`src/rtl/pdcm_pkg.sv`:
```
// ----------------------------------------------------------------------------
// pdcm_pkg
// Shared types, widths and constants of the PWM duty channel manager.
// ----------------------------------------------------------------------------
`default_nettype none

package pdcm_pkg;

  localparam int unsigned NUM_CHANNELS_DEF = 4;
  localparam int unsigned MATCH_MAX        = 4;   // channels that can own a pin

  localparam int unsigned RES_W    = 5;
  localparam int unsigned TOP_W    = 15;
  localparam int unsigned MAP_W    = 32;
  localparam int unsigned PIN_W    = 8;
  localparam int unsigned DUTY_W   = 32;
  localparam int unsigned SCALE_W  = 16;          // full-scale duty width
  localparam int unsigned NUM_W    = 32;          // scaled numerator width
  localparam int unsigned CFG_IDX_W = 2;
  localparam int unsigned CFG_DATA_W = 32;

  localparam logic [RES_W-1:0] RES_MIN   = 5'd1;
  localparam logic [RES_W-1:0] RES_MAX   = 5'd16;
  localparam logic [RES_W-1:0] RES_RESET = 5'd8;
  localparam logic [TOP_W-1:0] TOP_RESET = 15'd16000;
  localparam logic [MAP_W-1:0] MAP_RESET = 32'h0908_0706;

  // Configuration register indexes
  localparam logic [CFG_IDX_W-1:0] REG_WRITE_RES   = 2'd0;
  localparam logic [CFG_IDX_W-1:0] REG_COUNTER_TOP = 2'd1;
  localparam logic [CFG_IDX_W-1:0] REG_PIN_MAP     = 2'd2;

  // Request kinds
  localparam logic KIND_SET     = 1'b0;
  localparam logic KIND_DISABLE = 1'b1;

  typedef struct packed {
    logic                     kind;
    logic [PIN_W-1:0]         pin_number;
    logic signed [DUTY_W-1:0] duty_value;
  } pdcm_in_t;

  typedef struct packed {
    logic             digital_write;
    logic             digital_level;
    logic             channel_hit;
    logic [1:0]       channel_index;
    logic [TOP_W-1:0] channel_pulse;
    logic [3:0]       used_mask;
    logic             generator_running;
    logic [3:0]       static_levels;
  } pdcm_out_t;

endpackage

`default_nettype wire

```
`src/rtl/pwm_duty_channel_manager.sv`:
```
// ----------------------------------------------------------------------------
// pwm_duty_channel_manager
// Duty requests for a small bank of PWM channels, with rounded scaling.
// ----------------------------------------------------------------------------
// Usage:
//   in channel  : in_valid_i / in_ready_o carry one request word (kind, pin,
//                 duty). A set-duty word on an owned pin scales the clamped
//                 duty to a compare value; a disable word frees the channel.
//   out channel : out_valid_o / out_ready_i carry one result word per request.
//   cfg port    : cfg_we_i, cfg_index_i, cfg_wdata_i; write only while idle.
// Sequence: a set-duty word that needs scaling passes the multiply, divide,
//   apply and finish steps, with one divider hand-over between divide and
//   apply; every other word goes straight to apply and finish.
//   The bit-serial divider is used once per scaled request; the block takes
//   one word at a time and is not ready while working, so it cannot take a
//   new word before it is through with the last one.
// Reset: all channels free, pulses zero, generator stopped, registers at their
//   reset values; no result pending.
// Stall: the result sits in an output register; a new word is taken while it
//   waits, and that word holds in its finish step until the result is taken.
// ----------------------------------------------------------------------------
`default_nettype none

module pwm_duty_channel_manager #(
  parameter int unsigned NUM_CHANNELS = pdcm_pkg::NUM_CHANNELS_DEF
) (
  input  wire logic                               clk_i,
  input  wire logic                               rst_ni,
  input  wire logic                               cfg_we_i,
  input  wire logic [pdcm_pkg::CFG_IDX_W-1:0]     cfg_index_i,
  input  wire logic [pdcm_pkg::CFG_DATA_W-1:0]    cfg_wdata_i,
  input  wire logic                               in_valid_i,
  output logic                                    in_ready_o,
  input  wire pdcm_pkg::pdcm_in_t                 in_word_i,
  output logic                                    out_valid_o,
  input  wire logic                               out_ready_i,
  output pdcm_pkg::pdcm_out_t                     out_word_o
);

  localparam int unsigned CHW     = (NUM_CHANNELS > 1) ? $clog2(NUM_CHANNELS) : 1;
  localparam int unsigned MATCH_N = (NUM_CHANNELS < pdcm_pkg::MATCH_MAX) ?
                                    NUM_CHANNELS : pdcm_pkg::MATCH_MAX;
  localparam int unsigned TOP_W   = pdcm_pkg::TOP_W;
  localparam int unsigned SCALE_W = pdcm_pkg::SCALE_W;
  localparam int unsigned NUM_W   = pdcm_pkg::NUM_W;

  typedef enum logic [4:0] {
    S_IDLE   = 5'b00001,
    S_MUL    = 5'b00010,
    S_DIV    = 5'b00100,
    S_APPLY  = 5'b01000,
    S_FINISH = 5'b10000
  } state_e;

  state_e state_q, state_d;

  // configuration registers
  logic [pdcm_pkg::RES_W-1:0] write_res_q;
  logic [TOP_W-1:0]           top_q;
  logic [pdcm_pkg::MAP_W-1:0] pin_map_q;

  // channel state
  logic [NUM_CHANNELS-1:0] used_q, used_d;
  logic [TOP_W-1:0]        pulse_q [NUM_CHANNELS];
  logic [TOP_W-1:0]        pulse_d [NUM_CHANNELS];
  logic                    running_q, running_d;

  // request held over the sequence
  logic               kind_q, hit_q, dig_q, lvl_q, recalc_q, recalc_d;
  logic [CHW-1:0]     ch_q;
  logic [SCALE_W-1:0] val_q, maxv_q;
  logic [TOP_W-1:0]   new_pulse_q, new_pulse_d;

  // result register
  logic                out_valid_q, out_valid_d;
  pdcm_pkg::pdcm_out_t out_word_q, out_word_d;

  // front-end decode of the incoming word
  logic [pdcm_pkg::RES_W-1:0] res_eff;
  logic [SCALE_W-1:0]         maxv_in, val_in;
  logic                       hit_in;
  logic [CHW-1:0]             ch_in;
  logic                       accept;

  // shared divider
  logic             div_start, div_done;
  logic [NUM_W-1:0] div_num, div_quo;

  // finish-step helpers
  logic                    any_dyn, run_next, load_out;
  logic [NUM_CHANNELS-1:0] static_vec;

  assign accept     = in_valid_i && in_ready_o;
  assign in_ready_o = (state_q == S_IDLE);

  always_comb begin
    res_eff = write_res_q;
    if (write_res_q < pdcm_pkg::RES_MIN) res_eff = pdcm_pkg::RES_MIN;
    if (write_res_q > pdcm_pkg::RES_MAX) res_eff = pdcm_pkg::RES_MAX;
    maxv_in = SCALE_W'((32'd1 << res_eff) - 32'd1);
    // clamp: negative to zero, above full scale to full scale
    if (in_word_i.duty_value[pdcm_pkg::DUTY_W-1]) begin
      val_in = '0;
    end else if (in_word_i.duty_value > $signed({16'd0, maxv_in})) begin
      val_in = maxv_in;
    end else begin
      val_in = in_word_i.duty_value[SCALE_W-1:0];
    end
    // lowest-numbered channel wins on duplicate pins
    hit_in = 1'b0;
    ch_in  = '0;
    for (int c = MATCH_N - 1; c >= 0; c--) begin
      if (pin_map_q[8*c +: 8] == in_word_i.pin_number) begin
        hit_in = 1'b1;
        ch_in  = CHW'(c);
      end
    end
  end

  // numerator of the rounded scaling: val * top + full_scale / 2
  assign div_num   = NUM_W'(val_q) * NUM_W'(top_q) + NUM_W'(maxv_q >> 1);
  assign div_start = (state_q == S_MUL);

  pdcm_div #(
    .DIVIDEND_W(NUM_W),
    .DIVISOR_W (SCALE_W)
  ) u_div (
    .clk_i     (clk_i),
    .rst_ni    (rst_ni),
    .start_i   (div_start),
    .dividend_i(div_num),
    .divisor_i (maxv_q),
    .done_o    (div_done),
    .quotient_o(div_quo)
  );

  always_comb begin
    any_dyn = 1'b0;
    for (int c = 0; c < NUM_CHANNELS; c++) begin
      if (used_q[c] && pulse_q[c] != '0 && pulse_q[c] != top_q) any_dyn = 1'b1;
    end
    run_next = recalc_q ? any_dyn : running_q;
    for (int c = 0; c < NUM_CHANNELS; c++) begin
      static_vec[c] = used_q[c] && !run_next && (pulse_q[c] >= top_q);
    end
  end

  assign load_out = (state_q == S_FINISH) && (!out_valid_q || out_ready_i);

  always_comb begin
    state_d     = state_q;
    used_d      = used_q;
    pulse_d     = pulse_q;
    running_d   = running_q;
    recalc_d    = recalc_q;
    new_pulse_d = new_pulse_q;
    out_valid_d = out_valid_q;
    out_word_d  = out_word_q;

    if (out_valid_q && out_ready_i) out_valid_d = 1'b0;

    unique case (state_q)
      S_IDLE: begin
        if (accept) begin
          new_pulse_d = '0;
          // only a non-zero duty on an owned pin needs the divider
          if (in_word_i.kind == pdcm_pkg::KIND_SET && hit_in && val_in != '0) begin
            state_d = S_MUL;
          end else begin
            state_d = S_APPLY;
          end
        end
      end
      S_MUL: begin
        state_d = S_DIV;
      end
      S_DIV: begin
        if (div_done) begin
          // cap the rounded quotient at the counter top
          new_pulse_d = (div_quo > NUM_W'(top_q)) ? top_q : div_quo[TOP_W-1:0];
          state_d     = S_APPLY;
        end
      end
      S_APPLY: begin
        recalc_d = 1'b0;
        if (kind_q == pdcm_pkg::KIND_SET && hit_q) begin
          used_d[ch_q]  = 1'b1;
          pulse_d[ch_q] = new_pulse_q;
          recalc_d      = 1'b1;
        end else if (kind_q == pdcm_pkg::KIND_DISABLE && hit_q && used_q[ch_q]) begin
          used_d[ch_q]  = 1'b0;
          pulse_d[ch_q] = '0;
          recalc_d      = 1'b1;
        end
        state_d = S_FINISH;
      end
      S_FINISH: begin
        // hold here until the result register is free
        if (load_out) begin
          running_d                    = run_next;
          out_valid_d                  = 1'b1;
          out_word_d.digital_write     = dig_q;
          out_word_d.digital_level     = lvl_q;
          out_word_d.channel_hit       = hit_q;
          out_word_d.channel_index     = 2'(ch_q);
          out_word_d.channel_pulse     = hit_q ? pulse_q[ch_q] : '0;
          out_word_d.used_mask         = 4'(used_q);
          out_word_d.generator_running = run_next;
          out_word_d.static_levels     = 4'(static_vec);
          state_d                      = S_IDLE;
        end
      end
      default: begin
        state_d = S_IDLE;
      end
    endcase
  end

  always_ff @(posedge clk_i or negedge rst_ni) begin
    if (!rst_ni) begin
      state_q     <= S_IDLE;
      write_res_q <= pdcm_pkg::RES_RESET;
      top_q       <= pdcm_pkg::TOP_RESET;
      pin_map_q   <= pdcm_pkg::MAP_RESET;
      used_q      <= '0;
      running_q   <= 1'b0;
      out_valid_q <= 1'b0;
      recalc_q    <= 1'b0;
      for (int c = 0; c < NUM_CHANNELS; c++) pulse_q[c] <= '0;
    end else begin
      state_q     <= state_d;
      used_q      <= used_d;
      pulse_q     <= pulse_d;
      running_q   <= running_d;
      out_valid_q <= out_valid_d;
      recalc_q    <= recalc_d;
      if (cfg_we_i) begin
        unique case (cfg_index_i)
          pdcm_pkg::REG_WRITE_RES:   write_res_q <= cfg_wdata_i[pdcm_pkg::RES_W-1:0];
          pdcm_pkg::REG_COUNTER_TOP: top_q       <= cfg_wdata_i[TOP_W-1:0];
          pdcm_pkg::REG_PIN_MAP:     pin_map_q   <= cfg_wdata_i[pdcm_pkg::MAP_W-1:0];
          default: ;
        endcase
      end
    end
  end

  // payload registers: capture the decoded request on acceptance
  always_ff @(posedge clk_i) begin
    new_pulse_q <= new_pulse_d;
    out_word_q  <= out_word_d;
    if (accept) begin
      kind_q <= in_word_i.kind;
      hit_q  <= hit_in;
      ch_q   <= ch_in;
      val_q  <= val_in;
      maxv_q <= maxv_in;
      dig_q  <= (in_word_i.kind == pdcm_pkg::KIND_SET) && !hit_in;
      lvl_q  <= (in_word_i.kind == pdcm_pkg::KIND_SET) && !hit_in &&
                (val_in > (maxv_in >> 1));
    end
  end

  assign out_valid_o = out_valid_q;
  assign out_word_o  = out_word_q;

endmodule

`default_nettype wire

```
`src/rtl/pdcm_div.sv`:
```
// ----------------------------------------------------------------------------
// pdcm_div
// Restoring divider, one quotient bit per cycle.
// ----------------------------------------------------------------------------
`default_nettype none

module pdcm_div #(
  parameter int unsigned DIVIDEND_W = pdcm_pkg::NUM_W,
  parameter int unsigned DIVISOR_W  = pdcm_pkg::SCALE_W
) (
  input  wire logic                  clk_i,
  input  wire logic                  rst_ni,
  input  wire logic                  start_i,
  input  wire logic [DIVIDEND_W-1:0] dividend_i,
  input  wire logic [DIVISOR_W-1:0]  divisor_i,
  output logic                       done_o,
  output logic [DIVIDEND_W-1:0]      quotient_o
);

  localparam int unsigned CNT_W = (DIVIDEND_W > 1) ? $clog2(DIVIDEND_W) : 1;

  logic                  busy_q, busy_d;
  logic                  done_q, done_d;
  logic [CNT_W-1:0]      cnt_q, cnt_d;
  logic [DIVIDEND_W-1:0] quo_q, quo_d;
  logic [DIVISOR_W-1:0]  rem_q, rem_d;
  logic [DIVISOR_W-1:0]  dvs_q, dvs_d;
  logic [DIVISOR_W:0]    trial;
  logic                  fits;

  always_comb begin
    trial  = {rem_q, quo_q[DIVIDEND_W-1]};
    fits   = (trial >= {1'b0, dvs_q});
    busy_d = busy_q;
    done_d = 1'b0;
    cnt_d  = cnt_q;
    quo_d  = quo_q;
    rem_d  = rem_q;
    dvs_d  = dvs_q;
    if (start_i) begin
      busy_d = 1'b1;
      cnt_d  = CNT_W'(DIVIDEND_W - 1);
      quo_d  = dividend_i;
      rem_d  = '0;
      dvs_d  = divisor_i;
    end else if (busy_q) begin
      // shift in the next dividend bit, subtract when it fits
      rem_d = fits ? DIVISOR_W'(trial - {1'b0, dvs_q}) : trial[DIVISOR_W-1:0];
      quo_d = {quo_q[DIVIDEND_W-2:0], fits};
      cnt_d = cnt_q - CNT_W'(1);
      if (cnt_q == '0) begin
        busy_d = 1'b0;
        done_d = 1'b1;
      end
    end
  end

  always_ff @(posedge clk_i or negedge rst_ni) begin
    if (!rst_ni) begin
      busy_q <= 1'b0;
      done_q <= 1'b0;
      cnt_q  <= '0;
    end else begin
      busy_q <= busy_d;
      done_q <= done_d;
      cnt_q  <= cnt_d;
    end
  end

  always_ff @(posedge clk_i) begin
    quo_q <= quo_d;
    rem_q <= rem_d;
    dvs_q <= dvs_d;
  end

  assign done_o     = done_q;
  assign quotient_o = quo_q;

endmodule

`default_nettype wire

```
`config.mk`:
```
export PLATFORM = sky130hd
export DESIGN_NAME = pwm_duty_channel_manager
export DESIGN_NICKNAME = d
export VERILOG_FILES = /design/src/rtl/pdcm_pkg.sv /design/src/rtl/pwm_duty_channel_manager.sv /design/src/rtl/pdcm_div.sv
export SDC_FILE = /design/constraint.sdc
export NUM_CORES = 1
export LEC_CHECK = 0
export BUFFER_PORTS_ARGS = -buffer_cell sky130_fd_sc_hd__buf_2
export CAP_MARGIN = 40
export CORE_MARGIN = 2
export CORE_UTILIZATION = 55
export CTS_CLUSTER_DIAMETER = 120
export CTS_CLUSTER_SIZE = 10
export DETAILED_ROUTE_END_ITERATION = 10
export PLACE_DENSITY = 0.73
export SYNTH_ARGS = -nofsm -noshare
export SYNTH_HDL_FRONTEND = slang
export SYNTH_SLANG_ARGS = --single-unit
export TNS_END_PERCENT = 5
```
`constraint.sdc`:
```
create_clock -name clk_i -period 18 [get_ports clk_i]
set_clock_uncertainty 0.2 [all_clocks]
set_input_delay 1.8 -clock clk_i [delete_from_list [all_inputs] [get_ports clk_i]]
set_output_delay 1.8 -clock clk_i [all_outputs]
set_load 0.1 [all_outputs]
```
# Word-level counts from Yosys, hierarchy flattened

Cells that the tools add are included.

Register bits after elaboration: 277
Bits of input ports: 80
Output and inout port bits: 31

Add/subtract/negate cells: 4
Multiply operators: 1
Order comparisons: 14
Equality and inequality tests: 18
Shift operators: 1
Muxes and demuxes: 55
Bitwise operators: 8
Reductions and logical operators: 50

Operators with widths:

| cell                | number |
|---|---|
| $mux W60            | 2 |
| $mux W15            | 6 |
| $mux W32            | 2 |
| $and A60 B60 Y60    | 1 |
| $bwmux W60          | 1 |
| $ge A15 B15 Y1      | 4 |
| $ne A15 B15 Y1      | 4 |
| $not A60 Y60        | 1 |
| $reduce_bool A15 Y1 | 4 |
| $mux W16            | 3 |
| $mux W5             | 7 |
| $add A31 B15 Y32    | 1 |
| $eq A8 B8 Y1        | 4 |
| $gt A32 B15 Y1      | 1 |
| $gt A32 B17 Y1      | 1 |
| $mul A16 B15 Y31    | 1 |
| $bmux W15 S2        | 1 |
| $demux W15 S2       | 1 |
| $pmux W15 S2        | 1 |
| $logic_and A1 B1 Y1 | 28 |
| $pmux W5 S5         | 1 |
| $mux W1             | 23 |
| $ge A17 B16 Y1      | 1 |
| $gt A16 B15 Y1      | 1 |
| other kinds (37)    | 51 |

# Longest topological paths before layout

Gate-level depths: netlist (run 1).

Depth in word-level cells: 13
Depth in mapped cells: 27
Mapped depth without buffers: 25

# Hierarchy

Synthesis (run 1) repeated with hierarchy kept, for this count alone.

Cell total of the unflattened synthesis: 2339
Area, all modules: 23974.2 um2

Modules (own cells, without submodules):

| module                   | instances | cells an instance | area each (um2) |
|---|---|---|---|
| pwm_duty_channel_manager | 1         | 1992              | 20091.8 |
| pdcm_div                 | 1         | 347               | 3882.5 |

# Least setup slack after synthesis (run 1)

No wires, ideal clock.

Path type: register to register
From: register top_q[3]
To: register u_div.quo_q[19] (netlist: u_div.quotient_o[19]) (data pin)
Setup time: 0.260 ns
Arrival: 6.317 ns
Slack: 11.223 ns
Stages on the path, launching flop included: 25
Cell sequence: dfrtp_1 -> clkbuf_1 -> clkbuf_1 -> nand2_1 -> fa_1 -> inv_1 -> fa_1 -> inv_1 -> fa_1 -> inv_1 -> fa_1 -> inv_1 -> fa_1 -> inv_1 -> fa_1 -> ha_1 -> nand3_1 -> nor3_1 -> a221o_1 -> a21oi_1 -> o21ai_0 -> a2111oi_0 -> o41ai_1 -> xor2_1 -> mux2_2

Word-level cells in the longest chain between the ends: 3

RTL lines:

| element                  | line                            | text |
|---|---|---|
| start: declaration       | pwm_duty_channel_manager.sv:59  | `logic [TOP_W-1:0] top_q;` |
| start signal: assignment | pwm_duty_channel_manager.sv:223 | `top_q <= pdcm_pkg::TOP_RESET;` |
| start signal: assignment | pwm_duty_channel_manager.sv:240 | `pdcm_pkg::REG_COUNTER_TOP: top_q <= cfg_wdata_i[TOP_W-1:0];` |
| $mul A16 B15 Y31         | pwm_duty_channel_manager.sv:121 | `assign div_num = NUM_W'(val_q) * NUM_W'(top_q) + NUM_W'(maxv_q >> 1);` |
| $add A31 B15 Y32         | pwm_duty_channel_manager.sv:121 |  |
| $mux W32                 | pdcm_div.sv:40                  | `if (start_i) begin` |
| via u_div.quo_d[19]      | pdcm_div.sv:25                  | `logic [DIVIDEND_W-1:0] quo_q, quo_d;` |
| end signal: assignment   | pdcm_div.sv:71                  | `quo_q <= quo_d;` |
| end: declaration         | pdcm_div.sv:25                  |  |

The timed path passes the listed nets, and every way through them passes these cells.
A chain may end at the register's enable or synchronous reset.

# Worst setup path in the final report (run 1)

From: register top_q[0]
To: register u_div.quo_q[31] (netlist: u_div.quotient_o[31]) (data pin)

Same word-level chain as after synthesis.

==> report_table.html, run 1 <==
<table>
<tr><th>Metric</th><th>Value</th></tr>
<tr><th colspan="2">Outcome</th></tr>
<tr><td>Result of the run</td><td>finished clean</td></tr>
<tr><th colspan="2">Global route</th></tr>
<tr><td>Global-route wire length before repair</td><td>97500 um</td></tr>
<tr><td>Antenna violations before repair</td><td>0</td></tr>
<tr><td>Global Route Usage Sum</td><td>27.7%</td></tr>
<tr><td>Sum of overflow across all layers after global routing</td><td>0</td></tr>
<tr><td>Vias in the first global route</td><td>18.4k</td></tr>
<tr><td>Largest net degree at the start of global routing</td><td>76</td></tr>
<tr><th colspan="2">Floorplan</th></tr>
<tr><td>Number of cell rows</td><td>75</td></tr>
<tr><td>Boundary pin count</td><td>111</td></tr>
<tr><td>Effective utilization at floorplan</td><td>56.0%</td></tr>
<tr><td>Die height</td><td>211 um</td></tr>
<tr><td>Width of the die</td><td>211 um</td></tr>
<tr><td>Die area</td><td>44500 um2</td></tr>
<tr><td>Core Area</td><td>42100 um2</td></tr>
<tr><th colspan="2">Place</th></tr>
<tr><td>Port bufs</td><td>110</td></tr>
<tr><td>Setup Slack @ Placement</td><td>10.83 ns</td></tr>
<tr><td>Standard cell area after detailed placement</td><td>24600 um2</td></tr>
<tr><td>RePlAce Congestion</td><td>0.940</td></tr>
<tr><td>HPWL after detailed placement</td><td>46200 um</td></tr>
<tr><th colspan="2">STA</th></tr>
<tr><td>Hold Fails Final Rpt</td><td>0</td></tr>
<tr><td>Worst hold slack</td><td>0.227 ns</td></tr>
<tr><td>Unrepaired setup endpoints after global routing</td><td>no</td></tr>
<tr><td>Final clock period utilization by the worst path</td><td>40.2%</td></tr>
<tr><td>Highest clock frequency the design can meet</td><td>0.138 GHz</td></tr>
<tr><td>Setup total negative slack</td><td>0 ns</td></tr>
<tr><td>Minimum period implied by the final worst setup slack</td><td>7.24 ns</td></tr>
<tr><td>Final setup slack of the worst path</td><td>10.76 ns</td></tr>
<tr><td>Worst slew slack as a fraction of its limit</td><td>41.1%</td></tr>
<tr><td>Final-report max-slew violation count</td><td>0</td></tr>
<tr><td>Setup-failing EPs final</td><td>0</td></tr>
<tr><td>Worst slew pin tran</td><td>0.884 ns</td></tr>
<tr><th colspan="2">Worst setup path</th></tr>
<tr><td>Arrival time worst endpoint</td><td>7.38 ns</td></tr>
<tr><td>Worst setup path startpoint</td><td>top_q[0]</td></tr>
<tr><td>Start of the worst register-to-register path</td><td>top_q[0]</td></tr>
<tr><td>CP bufs+invs</td><td>3</td></tr>
<tr><td>Largest delay share family, worst path</td><td>adder cells</td></tr>
<tr><td>Required time at the worst-slack endpoint</td><td>18.14 ns</td></tr>
<tr><td>Maximum fanout count along the critical path</td><td>23</td></tr>
<tr><td>Category of the worst setup path capture point</td><td>flip-flop</td></tr>
<tr><td>Critical path launch point type</td><td>flip-flop</td></tr>
<tr><td>Highest-delay cell along the critical path</td><td>dfrtp_1</td></tr>
<tr><td>Crit path cell chain</td><td>nand2_1 &gt; fa_1 &gt; inv_1 &gt; fa_1 &gt; fa_1 &gt; inv_1 &gt; fa_1 &gt; inv_1 &gt; fa_1 &gt; fa_1 &gt; ha_1 &gt; nand3_1 &gt; nor3_1 &gt; a221o_1 &gt; a2111oi_4 &gt; nor2_1 &gt; o41ai_4 &gt; o21ai_1 &gt; o311a_1</td></tr>
<tr><td>Type of the worst setup path</td><td>flip-flop to flip-flop</td></tr>
<tr><td>CP most frequent cell</td><td>fa_1</td></tr>
<tr><td>Crit-path max cell delay</td><td>0.92 ns</td></tr>
<tr><th colspan="2">Clock tree</th></tr>
<tr><td>CTS tree</td><td>built</td></tr>
<tr><td>Clock input transition at the sequential cells of the worst setup and hold paths</td><td>0.07 ns</td></tr>
<tr><td>Total CTS buffers</td><td>31</td></tr>
<tr><td>Later-pin clock latency in the skew report</td><td>0.60 ns</td></tr>
<tr><td>CTS Root Cell</td><td>clkbuf_16</td></tr>
<tr><td>CTS H-tree lvls</td><td>1</td></tr>
<tr><td>Buffer levels on the longest clock path</td><td>3</td></tr>
<tr><td>Gates resized, CTS repair</td><td>0</td></tr>
<tr><td>Post-CTS setup-driven buffer insertion count</td><td>0</td></tr>
<tr><td>Hold buffers post-CTS</td><td>0</td></tr>
<tr><td>CTS sink count</td><td>277</td></tr>
<tr><th colspan="2">Layout</th></tr>
<tr><td>Antenna Cells</td><td>0</td></tr>
<tr><td>Fin nets</td><td>2915</td></tr>
<tr><td>Post-route standard cell area excluding fillers</td><td>25500 um2</td></tr>
<tr><td>Area growth syn-to-layout</td><td>8.26%</td></tr>
<tr><td>Share of post-route cells with drive strength above 1</td><td>12.3%</td></tr>
<tr><th colspan="2">Synth</th></tr>
<tr><td>Fraction of registers with async set/reset</td><td>47.3%</td></tr>
<tr><td>Number of standard cells after synthesis</td><td>2343</td></tr>
<tr><td>Number of synthesized flops with an enable pin</td><td>130</td></tr>
<tr><td>Syn_area_per_cell</td><td>10.1 um2</td></tr>
<tr><td>Primary FF master, synth</td><td>edfxtp_1</td></tr>
<tr><td>Number of warning messages in the yosys log</td><td>0</td></tr>
<tr><td>Distinct cell type count after synthesis</td><td>77</td></tr>
<tr><td>Post-synthesis cell area</td><td>23600 um2</td></tr>
<tr><td>Sequential cell area fraction in the yosys report</td><td>31.9%</td></tr>
<tr><td>Flop and latch count out of synthesis</td><td>277</td></tr>
<tr><th colspan="2">Route</th></tr>
<tr><td>Average wire per cell in the routed design</td><td>20.0 um</td></tr>
<tr><td>First-pass detailed-route iteration total</td><td>6</td></tr>
<tr><td>Number of nets with antenna violations after detailed routing</td><td>0</td></tr>
<tr><td>Ratio of routed vias to standard cells</td><td>5.93</td></tr>
<tr><td>Via count of the routed design</td><td>17.6k</td></tr>
<tr><td>DR DRC count</td><td>0</td></tr>
<tr><td>Final wirelength</td><td>59500 um</td></tr>
<tr><td>Violation count after the first detailed-routing iteration</td><td>1311</td></tr>
<tr><th colspan="2">Min path</th></tr>
<tr><td>Path category of the worst min-delay check</td><td>flip-flop to flip-flop</td></tr>
<tr><td>Worst min-delay path startpoint</td><td>dig_q</td></tr>
<tr><th colspan="2">Flow run</th></tr>
<tr><td>Maximum capacitance violations</td><td>0</td></tr>
</table>
state kept, by name (all words and copies together) (netlist names), named ones only:
name and count:
ch_q 2, dig_q 1, hit_q 1, kind_q 1
lvl_q 1, maxv_q 16, new_pulse_q 15, out_valid_o 1
out_word_o 29, pin_map_q 32, pulse_q 60, recalc_q 1
running_q 1, state_q 5, top_q 15, u_div.busy_q 1
u_div.cnt_q 5, u_div.done_o 1, u_div.dvs_q 16, u_div.quotient_o 32
u_div.rem_q 16, val_q 16, write_res_q 5
kinds of logic (layout without fill, tap and decap cells):
family                     after synthesis  in the layout  share of synthesized area [%]
adders and majority gates              427            427                           28.9
DFF                                    277            277                           31.9
AOI/OAI and AO/OA                      367            367                           9.77
other                                    1              3                         0.0159
xor gates and xnor gates                75             75                           2.79
and+or+nand+nor                        677            677                           13.9
buffers and inverters                  401            488                           6.47
muxes                                  118            118                           6.31
placed cells by master (no fill, tap or decap), drive strengths merged, types with 5 or more instances in the layout:
cell type,instances
nand4,27
o21bai,5
nor3,28
nor2b,15
o211ai,5
nor4,32
nand2b,14
nand3b,8
nand2,300
dfxtp,16
xnor2,40
o21ai,150
xor2,35
mux4,16
o21a,28
fa,196
or2,6
inv,305
a211oi,24
a21oi,71
edfxtp,130
a2111oi,8
and2,109
nor2,70
mux2i,17
a31oi,10
nand3,43
mux2,85
o31ai,5
dfstp,16
dfrtp,115
ha,230
a21o,32
clkbuf,54
buf,128
and3,8
Yosys cell counts, types with 7 or more instances:
master | instances | area (um2)
clkbuf_1 | 82 | 308
dfxtp_1 | 16 | 320
nand4_1 | 27 | 169
o21ai_0 | 146 | 731
a21o_1 | 32 | 240
mux2i_1 | 17 | 170
nor3_1 | 28 | 140
nand2_1 | 300 | 1130
buf_2 | 10 | 50.1
mux4_2 | 16 | 360
xor2_1 | 35 | 307
dfrtp_1 | 115 | 2880
xnor2_1 | 40 | 350
nand2b_1 | 14 | 87.6
mux2_2 | 85 | 957
a21oi_1 | 69 | 345
and2_1 | 109 | 682
nor2_1 | 70 | 263
a211oi_1 | 24 | 180
a2111oi_0 | 7 | 61.3
o21a_1 | 27 | 203
nand3b_1 | 8 | 60.1
and3_1 | 8 | 50.1
nand3_1 | 43 | 215
nor2b_1 | 15 | 93.8
fa_1 | 196 | 3920
dfstp_2 | 16 | 420
inv_1 | 304 | 1140
ha_1 | 230 | 2880
edfxtp_1 | 130 | 3900
nor4_1 | 31 | 194
a31oi_1 | 10 | 62.6
through the flow:
step	cells	utilization [%]
after floorplan	2345	-
after global placement	2908	58.2
after detailed placement	2915	58.5
after CTS	2971	60.6
after global routing	2971	60.6
final	2971	60.6
layout make-up:
type                    count  area (um2)
clock inverters             2        25.0
flip-flops and latches    277        7520
repair buffers            128         747
clock buffers              54         862
fillers                  3507       16600
well taps                 539         674
multi-input cells        1667       14600
inverters                 304        1140
worst paths after layout:
path                                         to  slack [ns]  depth (start not counted)
max reg2reg                u_div.quotient_o[31]       10.76                         19
min reg2reg                      out_word_o[28]        0.23                          0
max in group asynchronous           pulse_q[10]       15.23                          2
min                              out_word_o[28]        0.23                          0
min in group asynchronous         pin_map_q[21]        1.03                          1
max                        u_div.quotient_o[31]       10.76                         19
metal layers:
metal	GRT usage [%]	vias to the layer above	routed length, um
li1	-	8057	-
met5	0	-	0
met3	3.20	163	3370
met1	36.2	8767	24500
met2	48.0	631	29400
met4	9.25	0	2290
Power of run 1 is left out: the tool's default activity adds up to more than one toggle a clock period on the data nets, which glitch-free logic cannot reach.
==> run 2, diff against run 1 <==
--- a/config.mk
+++ b/config.mk
@@ -5,6 +5,7 @@
 export SDC_FILE = /design/constraint.sdc
 export NUM_CORES = 1
 export LEC_CHECK = 0
+export ABC_AREA = 1
 export BUFFER_PORTS_ARGS = -buffer_cell sky130_fd_sc_hd__buf_2
 export CAP_MARGIN = 40
 export CORE_MARGIN = 2
==> constraint.sdc (replaced) <==
create_clock -name clk_i -period 7.3 [get_ports clk_i]
set_clock_uncertainty 0.2 [all_clocks]
set_input_delay 0.73 -clock clk_i [delete_from_list [all_inputs] [get_ports clk_i]]
set_output_delay 0.73 -clock clk_i [all_outputs]
set_load 0.1 [all_outputs]
==> run 2 against run 1 <==
Count of clock-buffer cells in the layout increased by 3. Die area is 0.92% higher. First-iteration DRC count grew 4.5%. Sequential share of layout area is 0.49 points lower. Area after synthesis up 0.94%. Largest cell class unchanged. Worst setup slack lost 10 ns. Fmax grew 4.6%. Final cell count rose by 16%. Register-to-register slack lost 10 ns.
==> report_table.html, run 2 <==
<table>
<tr><th>Metric</th><th>Value</th></tr>
<tr><th colspan="2">Outcome</th></tr>
<tr><td>Result of the run</td><td>finished clean</td></tr>
<tr><th colspan="2">STA</th></tr>
<tr><td>Minimum period implied by the final worst setup slack</td><td>6.92 ns</td></tr>
<tr><td>Final-report max-slew violation count</td><td>0</td></tr>
<tr><td>Setup-failing EPs final</td><td>0</td></tr>
<tr><td>Final clock period utilization by the worst path</td><td>94.8%</td></tr>
<tr><td>Worst slew slack as a fraction of its limit</td><td>48.9%</td></tr>
<tr><td>Unrepaired setup endpoints after global routing</td><td>no</td></tr>
<tr><td>Setup total negative slack</td><td>0 ns</td></tr>
<tr><td>Highest clock frequency the design can meet</td><td>0.145 GHz</td></tr>
<tr><td>Worst slew pin tran</td><td>0.764 ns</td></tr>
<tr><td>Hold Fails Final Rpt</td><td>0</td></tr>
<tr><th colspan="2">Synth</th></tr>
<tr><td>Sequential cell area fraction in the yosys report</td><td>31.6%</td></tr>
<tr><td>Syn_area_per_cell</td><td>8.67 um2</td></tr>
<tr><td>Fraction of registers with async set/reset</td><td>47.3%</td></tr>
<tr><td>Number of standard cells after synthesis</td><td>2746</td></tr>
<tr><td>Dominant cells by area after synthesis</td><td>fa_1 (16%), edfxtp_1 (16%), dfrtp_1 (12%)</td></tr>
<tr><td>Number of warning messages in the yosys log</td><td>0</td></tr>
<tr><td>Primary FF master, synth</td><td>edfxtp_1</td></tr>
<tr><td>Flop and latch count out of synthesis</td><td>277</td></tr>
<tr><td>Post-synth top area cell</td><td>fa_1</td></tr>
<tr><td>Leading post-synthesis cells by instance count</td><td>nand2_1 (595), inv_1 (575), ha_1 (230)</td></tr>
<tr><td>Library cell with the highest instance count after synthesis</td><td>nand2_1</td></tr>
<tr><td>Distinct cell type count after synthesis</td><td>65</td></tr>
<tr><td>Post-synthesis cell area</td><td>23800 um2</td></tr>
<tr><td>Number of synthesized flops with an enable pin</td><td>130</td></tr>
<tr><td>Area share of the largest cell type after synthesis</td><td>16.5%</td></tr>
<tr><th colspan="2">Route</th></tr>
<tr><td>Average wire per cell in the routed design</td><td>17.8 um</td></tr>
<tr><td>Via count of the routed design</td><td>18.9k</td></tr>
<tr><td>Final wirelength</td><td>61300 um</td></tr>
<tr><td>Violation count after the first detailed-routing iteration</td><td>1370</td></tr>
<tr><td>DR DRC count</td><td>0</td></tr>
<tr><td>First-pass detailed-route iteration total</td><td>5</td></tr>
<tr><td>Number of nets with antenna violations after detailed routing</td><td>0</td></tr>
<tr><td>Ratio of routed vias to standard cells</td><td>5.49</td></tr>
<tr><th colspan="2">Worst setup path</th></tr>
<tr><td>Critical path launch point type</td><td>flip-flop</td></tr>
<tr><td>Worst setup path startpoint</td><td>val_q[8]</td></tr>
<tr><td>Highest-delay cell along the critical path</td><td>edfxtp_1</td></tr>
<tr><td>Endpoint of the worst register-to-register path</td><td>u_div.quotient_o[31]</td></tr>
<tr><td>Start of the worst register-to-register path</td><td>val_q[8]</td></tr>
<tr><td>CP endpoint</td><td>u_div.quotient_o[31]</td></tr>
<tr><td>Instance count on the critical path</td><td>25</td></tr>
<tr><td>Type of the worst setup path</td><td>flip-flop to flip-flop</td></tr>
<tr><td>FF-to-FF path depth</td><td>25</td></tr>
<tr><td>Required time at the worst-slack endpoint</td><td>7.43 ns</td></tr>
<tr><td>Category of the worst setup path capture point</td><td>flip-flop</td></tr>
<tr><td>Crit-path max cell delay</td><td>0.74 ns</td></tr>
<tr><td>Largest delay share family, worst path</td><td>adder cells</td></tr>
<tr><td>CP bufs+invs</td><td>6</td></tr>
<tr><td>Arrival time worst endpoint</td><td>7.05 ns</td></tr>
<tr><td>Register-to-register setup slack</td><td>0.38 ns</td></tr>
<tr><td>Maximum fanout count along the critical path</td><td>15</td></tr>
<tr><th colspan="2">Clock tree</th></tr>
<tr><td>CTS sink count</td><td>277</td></tr>
<tr><td>Post-CTS setup-driven buffer insertion count</td><td>0</td></tr>
<tr><td>Later-pin clock latency in the skew report</td><td>0.62 ns</td></tr>
<tr><td>Total CTS buffers</td><td>31</td></tr>
<tr><td>Gates resized, CTS repair</td><td>0</td></tr>
<tr><td>Buffer levels on the longest clock path</td><td>3</td></tr>
<tr><td>CTS H-tree lvls</td><td>1</td></tr>
<tr><td>Hold buffers post-CTS</td><td>1</td></tr>
<tr><td>CTS tree</td><td>built</td></tr>
<tr><td>Clock input transition at the sequential cells of the worst setup and hold paths</td><td>0.06 ns</td></tr>
<tr><td>CTS Root Cell</td><td>clkbuf_16</td></tr>
<tr><th colspan="2">Place</th></tr>
<tr><td>RePlAce Congestion</td><td>0.928</td></tr>
<tr><td>HPWL after detailed placement</td><td>48100 um</td></tr>
<tr><td>Port bufs</td><td>110</td></tr>
<tr><th colspan="2">Floorplan</th></tr>
<tr><td>Number of cell rows</td><td>76</td></tr>
<tr><td>Boundary pin count</td><td>111</td></tr>
<tr><td>Die area</td><td>45000 um2</td></tr>
<tr><td>Core Area</td><td>42900 um2</td></tr>
<tr><td>Width of the die</td><td>212 um</td></tr>
<tr><td>Effective utilization at floorplan</td><td>55.5%</td></tr>
<tr><td>Die height</td><td>212 um</td></tr>
<tr><th colspan="2">Global route</th></tr>
<tr><td>Global Route Usage Sum</td><td>28.3%</td></tr>
<tr><td>Global-route wire length before repair</td><td>99700 um</td></tr>
<tr><td>Antenna violations before repair</td><td>0</td></tr>
<tr><td>Sum of overflow across all layers after global routing</td><td>0</td></tr>
<tr><td>Largest net degree at the start of global routing</td><td>67</td></tr>
<tr><td>Vias in the first global route</td><td>19.2k</td></tr>
<tr><th colspan="2">Layout</th></tr>
<tr><td>Top reg by flops</td><td>pulse_q</td></tr>
<tr><td>Antenna Cells</td><td>0</td></tr>
<tr><td>Number of flip-flops under the largest register name</td><td>60</td></tr>
<tr><td>Area growth syn-to-layout</td><td>9.06%</td></tr>
<tr><td>Most common cell after layout, fill and taps aside</td><td>nand2_1</td></tr>
<tr><td>Share of post-route cells with drive strength above 1</td><td>9.31%</td></tr>
<tr><td>Fin nets</td><td>3339</td></tr>
<tr><td>Commonest cells after routing, fill and taps aside</td><td>nand2_1 (595), inv_1 (575), ha_1 (230), fa_1 (196), o21ai_0 (181)</td></tr>
<tr><td>Share of the core filled with cells in the final layout</td><td>60.5%</td></tr>
<tr><th colspan="2">Min path</th></tr>
<tr><td>Path category of the worst min-delay check</td><td>input port to flip-flop</td></tr>
<tr><th colspan="2">Flow run</th></tr>
<tr><td>Maximum capacitance violations</td><td>0</td></tr>
</table>
## run 2: changes by cell type after synthesis, moves of 17 or more
cell	change
a211oi_1	-17
a21o_1	-28
a21oi_1	+38
and2_1	-108
inv_1	+271
mux2_2	-67
mux2i_1	-17
nand2_1	+295
nand3_1	+18
nand4_1	+28
nor2_1	+19
o21ai_0	+35
## run 2: cell families after synthesis
group	Yosys count	share of synthesized area [%]
AOI/OAI and AO/OA	391	9.42
buffers and inverters	677	10.8
adders and majority gates	426	28.6
DFF	277	31.6
and+or+nand+nor	887	16.2
other	1	0.0158
muxes	18	0.852
xor gates and xnor gates	69	2.54
## run 2: through the flow
step	instances	hold WS [ns]	worst slack [ns]	instance area (um2)
after floorplan	2748	0.200	0.905	23800
after global placement	3380	0.206	0.604	25000
after detailed placement	3384	0.207	0.462	25000
after CTS	3443	0.108	0.457	26000
after global routing	3443	0.120	0.144	26000
final	3443	0.145	0.383	26000
## run 2: worst min-delay path by stage
stage | startpoint | end | slack [ns] | cells after the start
after global routing | in_word_i[40] | kind_q | 0.12 | 1
after detailed placement | dig_q | out_word_o[28] | 0.21 | 0
final | in_word_i[40] | kind_q | 0.14 | 1
after floorplan | lvl_q | out_word_o[27] | 0.20 | 0
after CTS | in_word_i[40] | kind_q | 0.11 | 1
after global placement | lvl_q | out_word_o[27] | 0.21 | 0
## run 2: cell type report
cell class,count,area (um2)
clock buffer,57,883
clock inverter,1,20.0
fill,3717,16900
inverter,583,2190
multi-input combinational,1794,13700
sequential,277,7520
tap,585,732
timing repair buffer,146,873
## run 2: routing by layer
layer / global-route usage [%] / vias to the layer above / share of wire [%]
met5: 0 / - / 0
met3: 3.37 / 147 / 5.8
li1: - / 8926 / -
met4: 10.1 / 0 / 3.9
met1: 38.4 / 9211 / 43
met2: 47.2 / 626 / 47
Power of run 2 is left out for the same reason.
